$ cat src/sv/tsrb_pkg.sv
// Package for the text scroll region blitter: payload structs, command codes,
// register indexes and geometry defaults. No dependencies.
`timescale 1ns / 1ps
package tsrb_pkg;

   localparam int TextRowsDef     = 24;
   localparam int LinesPerRowDef  = 10;
   localparam int WordsPerLineDef = 64;
   localparam int PlanesDef       = 3;
   localparam int CellBitsDef     = 12;

   typedef enum logic [2:0] {
      FUNC_READ   = 3'd0,
      FUNC_WRITE  = 3'd1,
      FUNC_INSERT = 3'd2,
      FUNC_DELETE = 3'd3,
      FUNC_SCR_UP = 3'd4,
      FUNC_SCR_DN = 3'd5,
      FUNC_RSV6   = 3'd6,
      FUNC_RSV7   = 3'd7
   } func_type;

   localparam logic [2:0] REG_TOP_ROW    = 3'd0;
   localparam logic [2:0] REG_BOTTOM_ROW = 3'd1;
   localparam logic [2:0] REG_FIRST_COL  = 3'd2;
   localparam logic [2:0] REG_LAST_COL   = 3'd3;
   localparam logic [2:0] REG_COLOR_MODE = 3'd4;

   typedef struct packed {
      logic [2:0]  func;
      logic [4:0]  row;
      logic        double_step;
      logic [1:0]  plane;
      logic [13:0] word_addr;
      logic [15:0] wdata;
   } req_type;

   typedef struct packed {
      logic [15:0] rdata;
      logic        done_res;
   } rsp_type;

   // configuration snapshot handed to the back end
   typedef struct packed {
      logic [4:0] top_row;
      logic [4:0] bottom_row;
      logic [6:0] first_col;
      logic [6:0] last_col;
      logic       color_mode;
   } cfg_type;

   // classified command in the queue
   typedef struct packed {
      req_type cmd;
      cfg_type cfg;
   } job_type;

endpackage

$ cat src/sv/tsrb_front.sv
// Front end: accept command beats, snapshot the configuration, queue jobs.
// Depends on tsrb_pkg.
`timescale 1ns / 1ps
module tsrb_front
   import tsrb_pkg::*;
(
   input  logic    clock,
   input  logic    reset,
   input  logic    req_valid,
   output logic    req_ready,
   input  req_type req_data,
   input  cfg_type cfg,
   output logic    job_valid,
   input  logic    job_ready,
   output job_type job
);
   // two entry queue
   job_type    q_ff [2];
   job_type    q_in [2];
   logic [1:0] cnt_ff, cnt_in;
   logic       push, pop;

   assign req_ready = (cnt_ff != 2'd2);
   assign push      = req_valid && req_ready;
   assign job_valid = (cnt_ff != 2'd0);
   assign pop       = job_valid && job_ready;
   assign job       = q_ff[0];

   always_comb begin
      q_in   = q_ff;
      cnt_in = cnt_ff;
      if (pop) begin
         q_in[0] = q_ff[1];
         cnt_in  = cnt_in - 2'd1;
      end
      if (push) begin
         q_in[cnt_in[0]] = '{cmd: req_data, cfg: cfg};
         cnt_in          = cnt_in + 2'd1;
      end
   end

   always_ff @(posedge clock) begin
      if (reset) begin
         cnt_ff <= '0;
      end else begin
         cnt_ff <= cnt_in;
      end
      q_ff <= q_in;
   end
endmodule

$ cat config.mk
export PLATFORM = sky130hd
export DESIGN_NAME = tsrb_front
export DESIGN_NICKNAME = d
export VERILOG_FILES = /design/src/sv/tsrb_pkg.sv /design/src/sv/tsrb_front.sv
export SDC_FILE = /design/constraint.sdc
export NUM_CORES = 1
export LEC_CHECK = 0
export BUFFER_PORTS_ARGS = -buffer_cell sky130_fd_sc_hd__buf_2
export CAP_MARGIN = 20
export CORE_MARGIN = 2
export CORE_UTILIZATION = 45
export CTS_CLUSTER_DIAMETER = 60
export DETAILED_ROUTE_END_ITERATION = 12
export PLACE_DENSITY = 0.76
export SKIP_LAST_GASP = 1
export SYNTH_ARGS = -nofsm -noshare
export SYNTH_HDL_FRONTEND = slang
export SYNTH_SLANG_ARGS = --single-unit
$ cat constraint.sdc
create_clock -name clock -period 4.8 [get_ports clock]
set_input_delay 0.48 -clock clock [delete_from_list [all_inputs] [get_ports clock]]
set_output_delay 0.48 -clock clock [all_outputs]
set_load 0.05 [all_outputs]
* After elaboration in Yosys (flattened, before gate mapping)
Index checks and enable logic that the tools add are counted.
** Word-level totals
- Flip-flop bits (word level) :: 134
- Input port bits :: 70
- Output and inout port bits :: 68
- Logic and storage cells :: 40
** Operators by class
- $add $sub $neg :: 2
- Magnitude comparators :: 2
- Equality and inequality tests :: 1
- Multiplexer cells :: 7
- Bitwise logic cells :: 1
- Reduce and logical (&&, ||, !) cells :: 4
** Operators by type and width (number)
- bitwise mux 132 bit :: 1
- two-way mux 132 bit :: 1
- two-way mux 66 bit :: 2
- demux 66 bit (select 1 bit) :: 1
- two-way mux 2 bit :: 2
- logical AND 1 bit :: 3
- adder 2 x 1 -> 2 bit (second input constant) :: 1
- >= comparator 2 bit (second input constant) :: 1
- less-than comparator 2 x 1 -> 1 bit (second input constant) :: 1
- inequality test 2 bit (second input constant) :: 1
- inverter 1 -> 2 bit :: 1
- nonzero test 2 bit :: 1
- subtractor 2 x 1 -> 2 bit (second input constant) :: 1

* Depth between registers and ports, before layout
- Depth in word-level cells :: 10
- Depth in mapped cells :: 9
- Mapped depth without buffers :: 7

* Worst setup path before layout
No wires, ideal clock.
- Path type :: register to register
- From :: register cnt_ff[0]
- To :: register (tool-made name)
- Setup time :: 0.413 ns
- Arrival time :: 2.553 ns
- Data required time :: 4.387 ns
- Path slack :: 1.834 ns
- Stages on the path, launching flop included :: 9
- Buffers on the path :: 2
- Period minus slack after synthesis :: 2.966 ns
- Cells stage by stage :: dfxtp_1 inv_1 ha_1 nor2b_4 xnor2_2 buf_2 buf_2 inv_1 ha_1
** RTL lines
- from (decl) :: line tsrb_front.sv:20 : logic [1:0] cnt_ff, cnt_in;
- from (signal assigned) :: line tsrb_front.sv:46 : cnt_ff <= cnt_in;

==> metrics.csv <==
stage;metric;value;unit
finish;final_cell_mix;buf_2, nand3_1, dfxtp_1;
clocking;clk_latency;0.41;ns
clocking;post_cts_resized;0;
timing;skew;0.00490;ns
drt;vias;3509;
clocking;clockBufferDepth;2;
status;status;complete, no violations;
placement;dp_slack;1.52;ns
clocking;clkTransAtPathRegs;0.05;ns
grt;gr-total-overflow;0;
min_path;hold_path_class;in2reg;
critical_path;crit_arrival;3.30;ns
placement;place.gp.congestion;0.723;
finish;layout.cells.non_filler;677;
grt;grt_pass1_vias;3454;
run;maxCapViolations;0;
timing;period_needed;3.20;ns
logic_synthesis;synth-warning-count;0;
drt;drc;0;
clocking;cts-hold-fix-buffers;0;
floorplanning;core_area;12000;um2
logic_synthesis;synth_mux_area_share;12.1;%
logic_synthesis;synth-seq-cells;134;
clocking;numCtsBuffers;17;
logic_synthesis;avgSynthCellArea;12.1;um2
critical_path;rrSetupSlack;1.60;ns
timing;finalCritPeriodShare;66.7;%
placement;post-dp-hpwl;6.73;mm
clocking;cts.sinks;134;
timing;finalSetupViolations;0;
clocking;cts_tree;done;
finish;n_antenna_cell;0;
clocking;cts_setup_buffers;0;
critical_path;critPathRequiredTime;4.90;ns
finish;syn2layout_area_growth;16.9;%
logic_synthesis;synth.cell_area;5480;um2
logic_synthesis;synth_simple_gate_area_share;7.26;%
floorplanning;std_cell_rows;40;
placement;io_buffers;137;
critical_path;cp_max_fo;36;
logic_synthesis;postSynthNetCount;524;
logic_synthesis;synthAdderAreaFrac;0.685;%
placement;place_inst;645;
timing;fin_ws;1.60;ns
drt;routed_via_density;5.18;
finish;nFillCells;1012;
logic_synthesis;ys_types;24;
critical_path;end_kind;register;
timing;maxSlewViolCount;0;
logic_synthesis;synth_compound_area_share;6.35;%
drt;drtIter0Drc;326;
grt;antenna_found_initial;0;
grt;grt_usage;17.2;%
floorplanning;start_util;45.8;%
finish;final_layout_size_suffix_gt1_share;33.4;%
timing;relSlewSlack;36.7;%
grt;grt_pass1_wl;17.2;mm
floorplanning;fp.dieArea;13100;um2
logic_synthesis;synthXorXnorAreaFrac;0.297;%
timing;tns;0;ns
clocking;cts-root-buf;clkbuf_16;
floorplanning;die_h;114;um
finish;fin_nets;590;
logic_synthesis;synth_top_family_by_area;buffers and inverters;
floorplanning;die_w;114;um
grt;grt_max_degree;69;
logic_synthesis;synthCells;451;
timing;worst_pin_slew;0.949;ns
finish;final_common_cell;buf_2;
timing;finalHoldViolations;0;
timing;max_freq;312;MHz
critical_path;cp-start-kind;register;
drt;wire_per_inst;16.2;um
logic_synthesis;yosysSeqAreaShare;61.0;%
critical_path;worstSetupPathType;reg2reg;
drt;dr.pass1.iters;4;
floorplanning;ios;138;
drt;drtAntennaViolNets;0;
drt;wl;11.0;mm
timing;rsz0062_at_grt;no;
clocking;h-tree-depth;4;
-- Yosys cell counts (all sizes together) --
cell	instances	area share, %
buf	85	11
dfxtp	68	25
nand3	68	6.2
o21ai	67	6.1
edfxtp	66	36
mux2i	66	12
clkbuf	10	0.69
inv	5	0.34
ha	3	0.69
nand2b	2	0.23
nor2	2	0.14
nor2b	2	0.37
a21oi	1	0.091
a22oi	1	0.14
and2	1	0.11
clkinv	1	0.068
nor3	1	0.091
or3	1	0.11
xnor2	1	0.30
-- worst max-delay path, stage by stage, from the launching register on --
cell and delay (ns):
dfxtp_1 0.46, inv_1 0.11, ha_1 0.27, nor2b_4 0.66, xnor2_4 0.11, inv_1 0.08
ha_2 0.81, buf_4 0.38
-- worst paths after layout --
check        endpoint  cells after the start       from
max          register                      7  cnt_ff[0]
min          register                      1     cfg[2]
max reg2reg  register                      7  cnt_ff[0]
min reg2reg   job[14]                      2   register
-- metrics by stage --
step / util [%] / instance area [um2] / hold slack [ns]
after floorplan: - / 5480 / 0.482
after global placement: 48.1 / 5750 / 0.490
after detailed placement: 48.2 / 5770 / 0.502
after CTS: 53.5 / 6400 / 0.234
after global routing: 53.5 / 6400 / 0.235
final: 53.5 / 6400 / 0.262
-- area by class of cell --
cell class | instances | area (um2) | share of cell area, %
timing repair buffer | 142 | 736 | 11.5
clock buffer | 23 | 489 | 7.64
tap | 147 | 184 | 2.87
sequential | 134 | 3340 | 52.2
inverter | 6 | 22.5 | 0.352
clock inverter | 9 | 145 | 2.27
multi-input combinational | 216 | 1480 | 23.2
-- kinds of logic after synthesis --
logic type / Yosys count
xor+xnor: 1
simple gates: 77
compound gates: 69
flops: 134
buf+inv: 101
mux: 66
fa+ha+maj: 3
-- layer usage --
layer / global-route usage (%) / vias to the layer above / wire length [um]
met5: 0 / - / 0
met4: 6.34 / 0 / 114
met3: 6.67 / 12 / 777
met2: 27.1 / 140 / 5160
met1: 21.6 / 1680 / 4910
li1: - / 1677 / -
Power is not shown: default switching activity piles up to over one toggle a cycle in this logic, so the estimate is an artifact.
